**config.mk**
```make
export PLATFORM = sky130hd
export DESIGN_NAME = midi_clock_tempo_tracker_unit
export DESIGN_NICKNAME = d
export VERILOG_FILES = /design/src/hw/rtl/mctt_pkg.sv /design/src/hw/rtl/mctt_ram.sv /design/src/hw/rtl/mctt_front.sv /design/src/hw/rtl/mctt_back.sv /design/src/hw/rtl/midi_clock_tempo_tracker_unit.sv
export SDC_FILE = /design/constraint.sdc
export NUM_CORES = 2
export LEC_CHECK = 0
export BUFFER_PORTS_ARGS = -buffer_cell sky130_fd_sc_hd__buf_2
export CAP_MARGIN = 20
export CORE_MARGIN = 3
export CORE_UTILIZATION = 29
export CTS_BUF_LIST = sky130_fd_sc_hd__clkbuf_4 sky130_fd_sc_hd__clkbuf_8
export DETAILED_ROUTE_END_ITERATION = 12
export PLACE_DENSITY = 0.44
export SLEW_MARGIN = 15
export SYNTH_ARGS = -nofsm -noshare
export SYNTH_HDL_FRONTEND = slang
export SYNTH_SLANG_ARGS = --single-unit
```
**constraint.sdc**
```tcl
create_clock -name clk -period 17.9 [get_ports clk]
set_input_delay 0 -clock clk [delete_from_list [all_inputs] [get_ports clk]]
set_output_delay 0 -clock clk [all_outputs]
set_load 0.03 [all_outputs]
```
**src/hw/rtl/mctt_pkg.sv**
```systemverilog
// Shared types and constants for the MIDI clock tempo tracker.
`default_nettype none
package mctt_pkg;

    localparam int AVG_WINDOW_DEF = 16;
    localparam int QUEUE_DEPTH    = 4;

    localparam int IN_W    = 72;
    localparam int OUT_W   = 24;
    localparam int TIME_W  = 49;
    localparam int RATE_W  = 20;
    localparam int JIT_W   = 12;
    localparam int TEMPO_W = 18;
    localparam int DT_W    = 32;

    localparam logic [RATE_W-1:0]  SAMPLE_RATE_RESET = 20'd48000;
    localparam logic [JIT_W-1:0]   JITTER_RESET      = 12'd512;
    localparam logic [TEMPO_W-1:0] TEMPO_RESET_Q8    = 18'd30720;
    localparam logic [TEMPO_W-1:0] TEMPO_MIN_Q8      = 18'd2560;
    localparam logic [TEMPO_W-1:0] TEMPO_MAX_Q8      = 18'd255744;

    localparam logic CFG_SAMPLE_RATE = 1'b0;
    localparam logic CFG_JITTER      = 1'b1;

    typedef enum logic [2:0] {
        OP_OTHER = 3'd0,
        OP_CLOCK = 3'd1,
        OP_START = 3'd2,
        OP_CONT  = 3'd3,
        OP_STOP  = 3'd4
    } op_t;

    typedef struct packed {
        op_t               op;
        logic [TIME_W-1:0] now;
    } q_entry_t;

endpackage
`default_nettype wire

```
**src/hw/rtl/mctt_ram.sv**
```systemverilog
// Generic single-write, single-read RAM with registered read data.
`default_nettype none
module mctt_ram #(
    parameter int WIDTH = 32,
    parameter int DEPTH = 16
) (
    input  wire logic                               clk,
    input  wire logic                               wr_en,
    input  wire logic [$clog2(DEPTH)-1:0]           wr_addr,
    input  wire logic [WIDTH-1:0]                   wr_data,
    input  wire logic                               rd_en,
    input  wire logic [$clog2(DEPTH)-1:0]           rd_addr,
    output logic      [WIDTH-1:0]                   rd_data
);

    logic [WIDTH-1:0] mem_reg [DEPTH];

    always_ff @(posedge clk)
    begin
        if (wr_en)
        begin
            mem_reg[wr_addr] <= wr_data;
        end
        if (rd_en)
        begin
            rd_data <= mem_reg[rd_addr];
        end
    end

endmodule
`default_nettype wire

```
**src/hw/rtl/mctt_front.sv**
```systemverilog
// Input stage: sample time sum, status classification and item queue.
`default_nettype none
module mctt_front (
    input  wire logic                          clk,
    input  wire logic                          rst_n,
    input  wire logic                          s_tvalid,
    output logic                               s_tready,
    input  wire logic [mctt_pkg::IN_W-1:0]     s_tdata,
    output logic                               q_valid,
    input  wire logic                          q_pop,
    output mctt_pkg::q_entry_t                 q_entry
);

    localparam logic [7:0] ST_CLOCK = 8'hF8;
    localparam logic [7:0] ST_START = 8'hFA;
    localparam logic [7:0] ST_CONT  = 8'hFB;
    localparam logic [7:0] ST_STOP  = 8'hFC;
    localparam int PTR_W = $clog2(mctt_pkg::QUEUE_DEPTH);
    localparam int CNT_W = $clog2(mctt_pkg::QUEUE_DEPTH + 1);

    mctt_pkg::q_entry_t queue_reg [mctt_pkg::QUEUE_DEPTH];
    logic [PTR_W-1:0]   wr_ptr_reg, wr_ptr_next;
    logic [PTR_W-1:0]   rd_ptr_reg, rd_ptr_next;
    logic [CNT_W-1:0]   count_reg, count_next;
    mctt_pkg::q_entry_t entry_in;
    logic               push;
    logic               pop;

    always_comb
    begin
        entry_in.now = mctt_pkg::TIME_W'(s_tdata[55:8]) + mctt_pkg::TIME_W'(s_tdata[71:56]);
        case (s_tdata[7:0])
            ST_CLOCK: entry_in.op = mctt_pkg::OP_CLOCK;
            ST_START: entry_in.op = mctt_pkg::OP_START;
            ST_CONT:  entry_in.op = mctt_pkg::OP_CONT;
            ST_STOP:  entry_in.op = mctt_pkg::OP_STOP;
            default:  entry_in.op = mctt_pkg::OP_OTHER;
        endcase
    end

    assign s_tready = (count_reg != CNT_W'(mctt_pkg::QUEUE_DEPTH));
    assign q_valid  = (count_reg != '0);
    assign q_entry  = queue_reg[rd_ptr_reg];
    assign push     = s_tvalid && s_tready;
    assign pop      = q_pop && q_valid;

    always_comb
    begin
        wr_ptr_next = push ? wr_ptr_reg + 1'b1 : wr_ptr_reg;
        rd_ptr_next = pop ? rd_ptr_reg + 1'b1 : rd_ptr_reg;
        count_next  = count_reg;
        if (push && !pop)
        begin
            count_next = count_reg + 1'b1;
        end
        else if (pop && !push)
        begin
            count_next = count_reg - 1'b1;
        end
    end

    always_ff @(posedge clk or negedge rst_n)
    begin
        if (!rst_n)
        begin
            wr_ptr_reg <= '0;
            rd_ptr_reg <= '0;
            count_reg  <= '0;
        end
        else
        begin
            wr_ptr_reg <= wr_ptr_next;
            rd_ptr_reg <= rd_ptr_next;
            count_reg  <= count_next;
        end
    end

    always_ff @(posedge clk)
    begin
        if (push)
        begin
            queue_reg[wr_ptr_reg] <= entry_in;
        end
    end

`ifndef SYNTH
    a_count_bound: assert property (@(posedge clk) disable iff (!rst_n)
        count_reg <= CNT_W'(mctt_pkg::QUEUE_DEPTH))
        else $error("queue count above depth");
`endif

endmodule
`default_nettype wire

```
**src/hw/rtl/mctt_back.sv**
```systemverilog
// Execution stage: transport state, interval window, jitter test and tempo divider.
`default_nettype none
module mctt_back #(
    parameter int AVG_WINDOW = mctt_pkg::AVG_WINDOW_DEF
) (
    input  wire logic                           clk,
    input  wire logic                           rst_n,
    input  wire logic                           cfg_wr_en,
    input  wire logic                           cfg_index,
    input  wire logic [mctt_pkg::RATE_W-1:0]    cfg_data,
    input  wire logic                           q_valid,
    output logic                                q_pop,
    input  wire mctt_pkg::q_entry_t             q_entry,
    output logic                                m_tvalid,
    input  wire logic                           m_tready,
    output logic      [mctt_pkg::OUT_W-1:0]     m_tdata
);

    localparam int FILL_W = $clog2(AVG_WINDOW + 1);
    localparam int SLOT_W = $clog2(AVG_WINDOW);
    localparam int SUM_W  = mctt_pkg::DT_W + FILL_W;
    localparam int LHS_W  = mctt_pkg::DT_W + FILL_W;
    localparam int FS_W   = mctt_pkg::JIT_W + SUM_W;
    localparam int LF_W   = LHS_W + mctt_pkg::JIT_W;
    localparam int RF_W   = mctt_pkg::RATE_W + FILL_W;
    localparam int NUM_W  = RF_W + 10;
    localparam int CNT_W  = $clog2(NUM_W + 1);
    localparam int TW     = mctt_pkg::TIME_W;
    localparam int PAD_W  = mctt_pkg::OUT_W - mctt_pkg::TEMPO_W - 2;

    typedef enum logic [9:0] {
        S_IDLE  = 10'b0000000001,
        S_DT    = 10'b0000000010,
        S_MUL1  = 10'b0000000100,
        S_MUL2  = 10'b0000001000,
        S_CHK   = 10'b0000010000,
        S_UPD   = 10'b0000100000,
        S_RF    = 10'b0001000000,
        S_DIV   = 10'b0010000000,
        S_CLAMP = 10'b0100000000,
        S_DONE  = 10'b1000000000
    } state_t;

    state_t                          state_reg, state_next;
    logic [mctt_pkg::RATE_W-1:0]     rate_reg, rate_next;
    logic [mctt_pkg::JIT_W-1:0]      jit_reg, jit_next;
    logic                            running_reg, running_next;
    logic [mctt_pkg::TEMPO_W-1:0]    tempo_reg, tempo_next;
    logic [SUM_W-1:0]                sum_reg, sum_next;
    logic [SLOT_W-1:0]               slot_reg, slot_next;
    logic [FILL_W-1:0]               fill_reg, fill_next;
    logic [TW-1:0]                   last_reg, last_next;
    logic                            last_valid_reg, last_valid_next;
    logic                            updated_reg, updated_next;
    mctt_pkg::op_t                   op_reg, op_next;
    logic [TW-1:0]                   now_reg, now_next;
    logic [mctt_pkg::DT_W-1:0]       dt_reg, dt_next;
    logic [LHS_W-1:0]                lhs_reg, lhs_next;
    logic [FS_W-1:0]                 fsum_reg, fsum_next;
    logic [LF_W-1:0]                 lhsf_reg, lhsf_next;
    logic                            rej_hi_reg, rej_hi_next;
    logic [RF_W-1:0]                 rf_reg, rf_next;
    logic                            rf_ok_reg, rf_ok_next;
    logic [NUM_W-1:0]                num_reg, num_next;
    logic [NUM_W-1:0]                quo_reg, quo_next;
    logic [SUM_W-1:0]                rem_reg, rem_next;
    logic [CNT_W-1:0]                cnt_reg, cnt_next;
    logic                            out_valid_reg, out_valid_next;
    logic                            out_run_reg, out_run_next;
    logic [mctt_pkg::TEMPO_W-1:0]    out_tempo_reg, out_tempo_next;
    logic                            out_upd_reg, out_upd_next;

    logic [TW-1:0]                   diff;
    logic [SUM_W:0]                  trial;
    logic                            trial_ge;
    logic                            chk_en;
    logic                            reject;
    logic                            out_free;
    logic                            ram_wr_en;
    logic                            ram_rd_en;
    logic [mctt_pkg::DT_W-1:0]       ram_rd_data;

    mctt_ram #(
        .WIDTH (mctt_pkg::DT_W),
        .DEPTH (AVG_WINDOW)
    ) u_ring (
        .clk     (clk),
        .wr_en   (ram_wr_en),
        .wr_addr (slot_reg),
        .wr_data (dt_reg),
        .rd_en   (ram_rd_en),
        .rd_addr (slot_reg),
        .rd_data (ram_rd_data)
    );

    assign diff     = now_reg - last_reg;
    assign trial    = {rem_reg, num_reg[NUM_W-1]};
    assign trial_ge = (trial >= {1'b0, sum_reg});
    assign chk_en   = (fill_reg >= FILL_W'(AVG_WINDOW / 2)) && (sum_reg != '0);
    assign reject   = chk_en && (rej_hi_reg ||
                      (lhsf_reg < LF_W'({sum_reg, 8'b0})));
    assign out_free = !out_valid_reg || m_tready;
    assign q_pop    = (state_reg == S_IDLE) && q_valid;
    assign ram_rd_en = (state_reg == S_CHK);
    assign ram_wr_en = (state_reg == S_UPD);

    assign m_tvalid = out_valid_reg;
    assign m_tdata  = {{PAD_W{1'b0}}, out_upd_reg, out_tempo_reg, out_run_reg};

    always_comb
    begin
        state_next      = state_reg;
        rate_next       = rate_reg;
        jit_next        = jit_reg;
        running_next    = running_reg;
        tempo_next      = tempo_reg;
        sum_next        = sum_reg;
        slot_next       = slot_reg;
        fill_next       = fill_reg;
        last_next       = last_reg;
        last_valid_next = last_valid_reg;
        updated_next    = updated_reg;
        op_next         = op_reg;
        now_next        = now_reg;
        dt_next         = dt_reg;
        lhs_next        = lhs_reg;
        fsum_next       = fsum_reg;
        lhsf_next       = lhsf_reg;
        rej_hi_next     = rej_hi_reg;
        rf_next         = rf_reg;
        rf_ok_next      = rf_ok_reg;
        num_next        = num_reg;
        quo_next        = quo_reg;
        rem_next        = rem_reg;
        cnt_next        = cnt_reg;
        out_valid_next  = out_valid_reg && !m_tready;
        out_run_next    = out_run_reg;
        out_tempo_next  = out_tempo_reg;
        out_upd_next    = out_upd_reg;

        if (cfg_wr_en)
        begin
            case (cfg_index)
                mctt_pkg::CFG_SAMPLE_RATE: rate_next = cfg_data;
                mctt_pkg::CFG_JITTER:      jit_next  = cfg_data[mctt_pkg::JIT_W-1:0];
                default:                   rate_next = rate_reg;
            endcase
        end

        case (state_reg)
            S_IDLE:
            begin
                if (q_valid)
                begin
                    op_next    = q_entry.op;
                    now_next   = q_entry.now;
                    state_next = S_DT;
                end
            end
            S_DT:
            begin
                updated_next = 1'b0;
                state_next   = S_DONE;
                case (op_reg)
                    mctt_pkg::OP_CLOCK:
                    begin
                        if (last_valid_reg && (now_reg > last_reg))
                        begin
                            dt_next    = (|diff[TW-1:mctt_pkg::DT_W]) ? '1
                                         : diff[mctt_pkg::DT_W-1:0];
                            state_next = S_MUL1;
                        end
                        last_next       = now_reg;
                        last_valid_next = 1'b1;
                    end
                    mctt_pkg::OP_START:
                    begin
                        running_next    = 1'b1;
                        slot_next       = '0;
                        fill_next       = '0;
                        sum_next        = '0;
                        last_valid_next = 1'b0;
                    end
                    mctt_pkg::OP_CONT: running_next = 1'b1;
                    mctt_pkg::OP_STOP: running_next = 1'b0;
                    default:           running_next = running_reg;
                endcase
            end
            S_MUL1:
            begin
                lhs_next   = LHS_W'(dt_reg) * LHS_W'(fill_reg);
                fsum_next  = FS_W'(jit_reg) * FS_W'(sum_reg);
                state_next = S_MUL2;
            end
            S_MUL2:
            begin
                lhsf_next   = LF_W'(lhs_reg) * LF_W'(jit_reg);
                rej_hi_next = (FS_W'({lhs_reg, 8'b0}) > fsum_reg);
                state_next  = S_CHK;
            end
            S_CHK:
            begin
                state_next = reject ? S_DONE : S_UPD;
            end
            S_UPD:
            begin
                if (fill_reg == FILL_W'(AVG_WINDOW))
                begin
                    sum_next = sum_reg - SUM_W'(ram_rd_data) + SUM_W'(dt_reg);
                end
                else
                begin
                    fill_next = fill_reg + 1'b1;
                    sum_next  = sum_reg + SUM_W'(dt_reg);
                end
                slot_next  = (slot_reg == SLOT_W'(AVG_WINDOW - 1)) ? '0 : slot_reg + 1'b1;
                state_next = S_RF;
            end
            S_RF:
            begin
                rf_next    = RF_W'(rate_reg) * RF_W'(fill_reg);
                rf_ok_next = (rate_reg != '0) && (sum_reg != '0);
                state_next = S_CLAMP;
                if ((rate_reg != '0) && (sum_reg != '0))
                begin
                    state_next = S_DIV;
                    cnt_next   = '0;
                end
                else
                begin
                    state_next = S_DONE;
                end
            end
            S_DIV:
            begin
                if (cnt_reg == '0)
                begin
                    num_next = NUM_W'({rf_reg, 9'b0}) + NUM_W'({rf_reg, 7'b0});
                    rem_next = '0;
                    quo_next = '0;
                    cnt_next = CNT_W'(NUM_W);
                end
                else
                begin
                    rem_next = trial_ge ? SUM_W'(trial - {1'b0, sum_reg})
                               : trial[SUM_W-1:0];
                    quo_next = {quo_reg[NUM_W-2:0], trial_ge};
                    num_next = {num_reg[NUM_W-2:0], 1'b0};
                    cnt_next = cnt_reg - 1'b1;
                    if (cnt_reg == CNT_W'(1))
                    begin
                        state_next = S_CLAMP;
                    end
                end
            end
            S_CLAMP:
            begin
                if (quo_reg < NUM_W'(mctt_pkg::TEMPO_MIN_Q8))
                begin
                    tempo_next = mctt_pkg::TEMPO_MIN_Q8;
                end
                else if (quo_reg > NUM_W'(mctt_pkg::TEMPO_MAX_Q8))
                begin
                    tempo_next = mctt_pkg::TEMPO_MAX_Q8;
                end
                else
                begin
                    tempo_next = quo_reg[mctt_pkg::TEMPO_W-1:0];
                end
                updated_next = rf_ok_reg;
                state_next   = S_DONE;
            end
            S_DONE:
            begin
                if (out_free)
                begin
                    out_valid_next = 1'b1;
                    out_run_next   = running_reg;
                    out_tempo_next = tempo_reg;
                    out_upd_next   = updated_reg;
                    state_next     = S_IDLE;
                end
            end
            default:
            begin
                state_next = S_IDLE;
            end
        endcase
    end

    always_ff @(posedge clk or negedge rst_n)
    begin
        if (!rst_n)
        begin
            state_reg      <= S_IDLE;
            rate_reg       <= mctt_pkg::SAMPLE_RATE_RESET;
            jit_reg        <= mctt_pkg::JITTER_RESET;
            running_reg    <= 1'b0;
            tempo_reg      <= mctt_pkg::TEMPO_RESET_Q8;
            sum_reg        <= '0;
            slot_reg       <= '0;
            fill_reg       <= '0;
            last_reg       <= '0;
            last_valid_reg <= 1'b0;
            updated_reg    <= 1'b0;
            cnt_reg        <= '0;
            out_valid_reg  <= 1'b0;
        end
        else
        begin
            state_reg      <= state_next;
            rate_reg       <= rate_next;
            jit_reg        <= jit_next;
            running_reg    <= running_next;
            tempo_reg      <= tempo_next;
            sum_reg        <= sum_next;
            slot_reg       <= slot_next;
            fill_reg       <= fill_next;
            last_reg       <= last_next;
            last_valid_reg <= last_valid_next;
            updated_reg    <= updated_next;
            cnt_reg        <= cnt_next;
            out_valid_reg  <= out_valid_next;
        end
    end

    always_ff @(posedge clk)
    begin
        op_reg        <= op_next;
        now_reg       <= now_next;
        dt_reg        <= dt_next;
        lhs_reg       <= lhs_next;
        fsum_reg      <= fsum_next;
        lhsf_reg      <= lhsf_next;
        rej_hi_reg    <= rej_hi_next;
        rf_reg        <= rf_next;
        rf_ok_reg     <= rf_ok_next;
        num_reg       <= num_next;
        quo_reg       <= quo_next;
        rem_reg       <= rem_next;
        out_run_reg   <= out_run_next;
        out_tempo_reg <= out_tempo_next;
        out_upd_reg   <= out_upd_next;
    end

`ifndef SYNTH
    a_fill_bound: assert property (@(posedge clk) disable iff (!rst_n)
        fill_reg <= FILL_W'(AVG_WINDOW))
        else $error("fill count above window");

    a_sum_fill: assert property (@(posedge clk) disable iff (!rst_n)
        (fill_reg == '0) == (sum_reg == '0))
        else $error("interval sum disagrees with fill count");

    a_div_nonzero: assert property (@(posedge clk) disable iff (!rst_n)
        (state_reg == S_DIV) |-> (sum_reg != '0))
        else $error("divider running with zero divisor");

    a_done_loads: assert property (@(posedge clk) disable iff (!rst_n)
        (state_reg == S_DONE) && out_free |=> out_valid_reg)
        else $error("result not loaded into output register");
`endif

endmodule
`default_nettype wire

```
**src/hw/rtl/midi_clock_tempo_tracker_unit.sv**
```systemverilog
// Path: a clock byte that updates the tempo passes S_DT, S_MUL1, S_MUL2, S_CHK, S_UPD,
// S_RF, S_DIV, S_CLAMP and S_DONE; S_DIV is a one-bit-per-cycle restoring divider over
// NUM_W = 30 + clog2(AVG_WINDOW + 1) bits (35 at default window). Other bytes go from
// S_DT to S_DONE, rejected clocks from S_CHK, rate zero from S_RF. One item per pass.
// Reset: asynchronous, clears queue, window, transport and clock state; tempo 120 BPM,
// sample rate 48000, jitter factor 2.0. The interval ring is not cleared.
`default_nettype none
module midi_clock_tempo_tracker_unit #(
    parameter int AVG_WINDOW = mctt_pkg::AVG_WINDOW_DEF
) (
    input  wire logic                          clk,
    input  wire logic                          rst_n,
    input  wire logic                          cfg_wr_en,
    input  wire logic                          cfg_index,
    input  wire logic [mctt_pkg::RATE_W-1:0]   cfg_data,
    input  wire logic                          s_tvalid,
    output logic                               s_tready,
    // status_byte[7:0], block_start[55:8], sample_offset[71:56]
    input  wire logic [mctt_pkg::IN_W-1:0]     s_tdata,
    output logic                               m_tvalid,
    input  wire logic                          m_tready,
    // transport_running[0], tempo_bpm_q8[18:1], tempo_updated[19], zero[23:20]
    output logic      [mctt_pkg::OUT_W-1:0]    m_tdata
);

    logic               q_valid;
    logic               q_pop;
    mctt_pkg::q_entry_t q_entry;

    mctt_front u_front (
        .clk      (clk),
        .rst_n    (rst_n),
        .s_tvalid (s_tvalid),
        .s_tready (s_tready),
        .s_tdata  (s_tdata),
        .q_valid  (q_valid),
        .q_pop    (q_pop),
        .q_entry  (q_entry)
    );

    mctt_back #(
        .AVG_WINDOW (AVG_WINDOW)
    ) u_back (
        .clk       (clk),
        .rst_n     (rst_n),
        .cfg_wr_en (cfg_wr_en),
        .cfg_index (cfg_index),
        .cfg_data  (cfg_data),
        .q_valid   (q_valid),
        .q_pop     (q_pop),
        .q_entry   (q_entry),
        .m_tvalid  (m_tvalid),
        .m_tready  (m_tready),
        .m_tdata   (m_tdata)
    );

endmodule
`default_nettype wire
```
==> out/qor.yml <==
setup_path:
  critPathLaunchType: "flop"
  worstSetupPathType: "reg2reg"
  endpoint_kind: "flop"
  cp.required_ps: 18630
  cp.arrival_ps: 8960
  crit_fanout: 50
logic_synthesis:
  ys_ff_latch: 1282
  synth_fa_ha_area_share_pct: 25.91
  synth.area.mux_share_pct: 6.428
  synth_compound_area_share_pct: 7.218
  ys_types: 94
  ys_warn_count: 0
  yosysTopAreaCell: "edfxtp_1"
  synthFlopType: "edfxtp_1"
  synth_area_mm2: 0.09380
  ys_async_sr_fraction_pct: 13.42
  synth-edff-count: 1110
  synth-seq-area-share_pct: 40.14
  yosys.area_share.simple_pct: 10.99
  synth_top_family_by_area: "adder cells"
  netlist.area_leader.share_pct: 35.53
  syn_avg_cell_area_um2: 11.51
  syn_inst: 8153
  synth.area.top_cells: "edfxtp_1 36%, fa_1 19%, ha_1 7.1%"
  synthXorXnorAreaFrac_pct: 3.063
final_layout:
  layout_common_cells: "1209 x inv_1, 1110 x edfxtp_1, 1056 x nand2_1"
  area_growth_pct: 13.89
  drive_above_1_share_pct: 11.90
  finish.net_count: 10020
  largest_reg_flops: 512
  fin_cells: 13020
  final_common_cell: "inv_1"
floorplan:
  die_y_um: 574.7
  core_region_area_mm2: 0.3214
  initial_utilization_pct: 29.18
  ios: 124
  die_w_um: 574.7
  std_cell_rows: 208
  die_area_mm2: 0.3303
grt:
  grt_pass1_wl_um: 401600
  grt_overflow_total: 0
  grt_max_degree: 88
  antenna_found_initial: 9
  grt_pass1_vias: 66140
  gr-usage-all-layers_pct: 15.67
clock_network:
  post_cts_resized: 0
  cts.reportedPaths.clkPinSlew_ps: 60
  htree_num_levels: 4
  cts_buffers: 234
  clockRootBuffer: "clkbuf_8"
  clock_latency_ps: 1050
  cts.sinks: 1282
  cts_tree: "built"
  clk_path_buf_depth: 4
timing:
  fmax_mhz: 121.6
  tns_ps: 0
  relSlewSlack_pct: 27.61
  setup_viol: 0
  whs_ps: 139.2
  tightest_slew_ps: 1086
  period_needed_ps: 8226
  rsz0062_at_grt: "no"
  layout_setup_ws_ps: 9674
  finClkSkew_ps: 151.9
  fin_crit_sh_pct: 45.95
  hold_violations: 0
  slew_viol_final: 0
route:
  drc: 0
  wire_per_inst_um: 19.93
  vias: 61430
  firstDrtPassIters: 5
  drt-initial-drc-count: 3473
  antenna_left: 0
  routed_wl_um: 259500
  via_per_inst: 4.719
placement:
  pre_cts_slack_ps: 9545
  routabilityCongestion: 0.8325
  dp_hpwl_um: 185800
  placedCellCount: 12350
  io_buffers: 119
min_path:
  hp-class: "in2reg"
power_and_ir_drop:
  peakVddDrop_v: 0.00008370
  power.density_mw_per_mm2: 80.91
  p_leak_nw: 43.09
job:
  drv_cap: 0
status:
  status: "finished, final reports clean"
## worst max-delay path: stages, from the launching register on
cell and delay, ps:
dfrtp_2 780, buf_4 630, nand2_1 170, fa_1 570, inv_1 60, fa_1 560
fa_1 450, fa_1 510, inv_1 50, fa_1 480, inv_1 40, ha_1 330
a21oi_1 90, o21ai_0 210, o21ai_0 190, o21ai_0 380, nor3_1 170, o31ai_1 790
o211ai_1 280, o21ai_1 500, a41oi_1 240, o21bai_1 240, a21oi_1 110, xnor2_1 130
## synth_stat cells (39+ instances only)
master	number
a21o_1	171
a21oi_1	310
and2_1	347
and3_1	44
clkbuf_1	293
dfrtp_1	159
edfxtp_1	1110
fa_1	881
ha_1	533
inv_1	1209
mux2_2	83
mux4_2	212
nand2_1	1057
nand2b_1	50
nand3_1	81
nand4_1	66
nor2_1	306
nor2b_1	51
nor3_1	65
nor4_1	44
o21a_1	39
o21ai_0	233
o21bai_1	47
xnor2_1	214
xor2_1	114
## metal layers
metal  up-vias  part of all wire, %  GRT usage (%)
li1      28270                    -              -
met1     31690                   46          21.19
met2      1161                   48          26.63
met3       314                  3.7          1.999
met4         0                  2.3          3.817
met5         -                    0              0
## cell type report
class	count	area [µm²]
flip-flops and latches	1282	37690
clock buffers	321	3993
multi-input cells	5331	50470
diodes	8	20.02
inverters	1211	4548
clock inverters	108	993.5
fillers	32260	214600
repair buffers	452	3725
well taps	4305	5386
## power by group
| group | internal, mW | switching, mW | leakage [nW] | total (mW) |
|---|---|---|---|---|
| combinational | 0.775 | 1.14 | 29.8 | 1.92 |
| clock | 1.68 | 1.32 | 2.63 | 3.01 |
| sequential | 3.53 | 0.189 | 10.7 | 3.72 |
| total | 5.99 | 2.65 | 43.1 | 8.64 |
## final timing paths
path                                                      to                             start  cells after the start  slack (ps)
min in group asynchronous      u_back.jit_reg[9]$_DFFE_PN1P_                             rst_n                      3         270
max                            u_back.lhsf_reg[48]$_DFFE_PP_     u_back.jit_reg[6]$_DFFE_PN0P_                     23        9670
max reg2reg                    u_back.lhsf_reg[48]$_DFFE_PP_     u_back.jit_reg[6]$_DFFE_PN0P_                     23        9670
min                        u_front.queue_reg[1][9]$_DFFE_PP_                       s_tdata[65]                      4         140
min reg2reg                 u_back.quo_reg[22]$_SDFFCE_PP0P_  u_back.quo_reg[21]$_SDFFCE_PP0P_                      1         430
max in group asynchronous  u_front.rd_ptr_reg[1]$_DFFE_PN0P_                             rst_n                      4       16750
## repair_timing
item / in CTS / in global routing
hold buffers: 226 / 0
endpoints found under the hold margin: 647 / 0
setup buffers: 0 / 0
## logic make-up after synthesis
logic type      Yosys count
fa+ha+maj              1414
compound gates         1056
simple gates           2202
mux                     327
xor+xnor                328
other cells               1
buf+inv                1543
flops                  1282
## per-stage QoR
stage / instance area, µm² / utilization (%) / total power, mW
6_report: 106800 / 33.24 / 8.644
5_1_grt: 106800 / 33.23 / 9.140
4_1_cts: 106800 / 33.22 / 8.790
2_1_floorplan: 93810 / - / 5.102
3_3_place_gp: 99470 / 30.95 / 5.659
3_5_place_dp: 99510 / 30.96 / 5.669
Note: power is estimated with default switching activity, not from simulation.
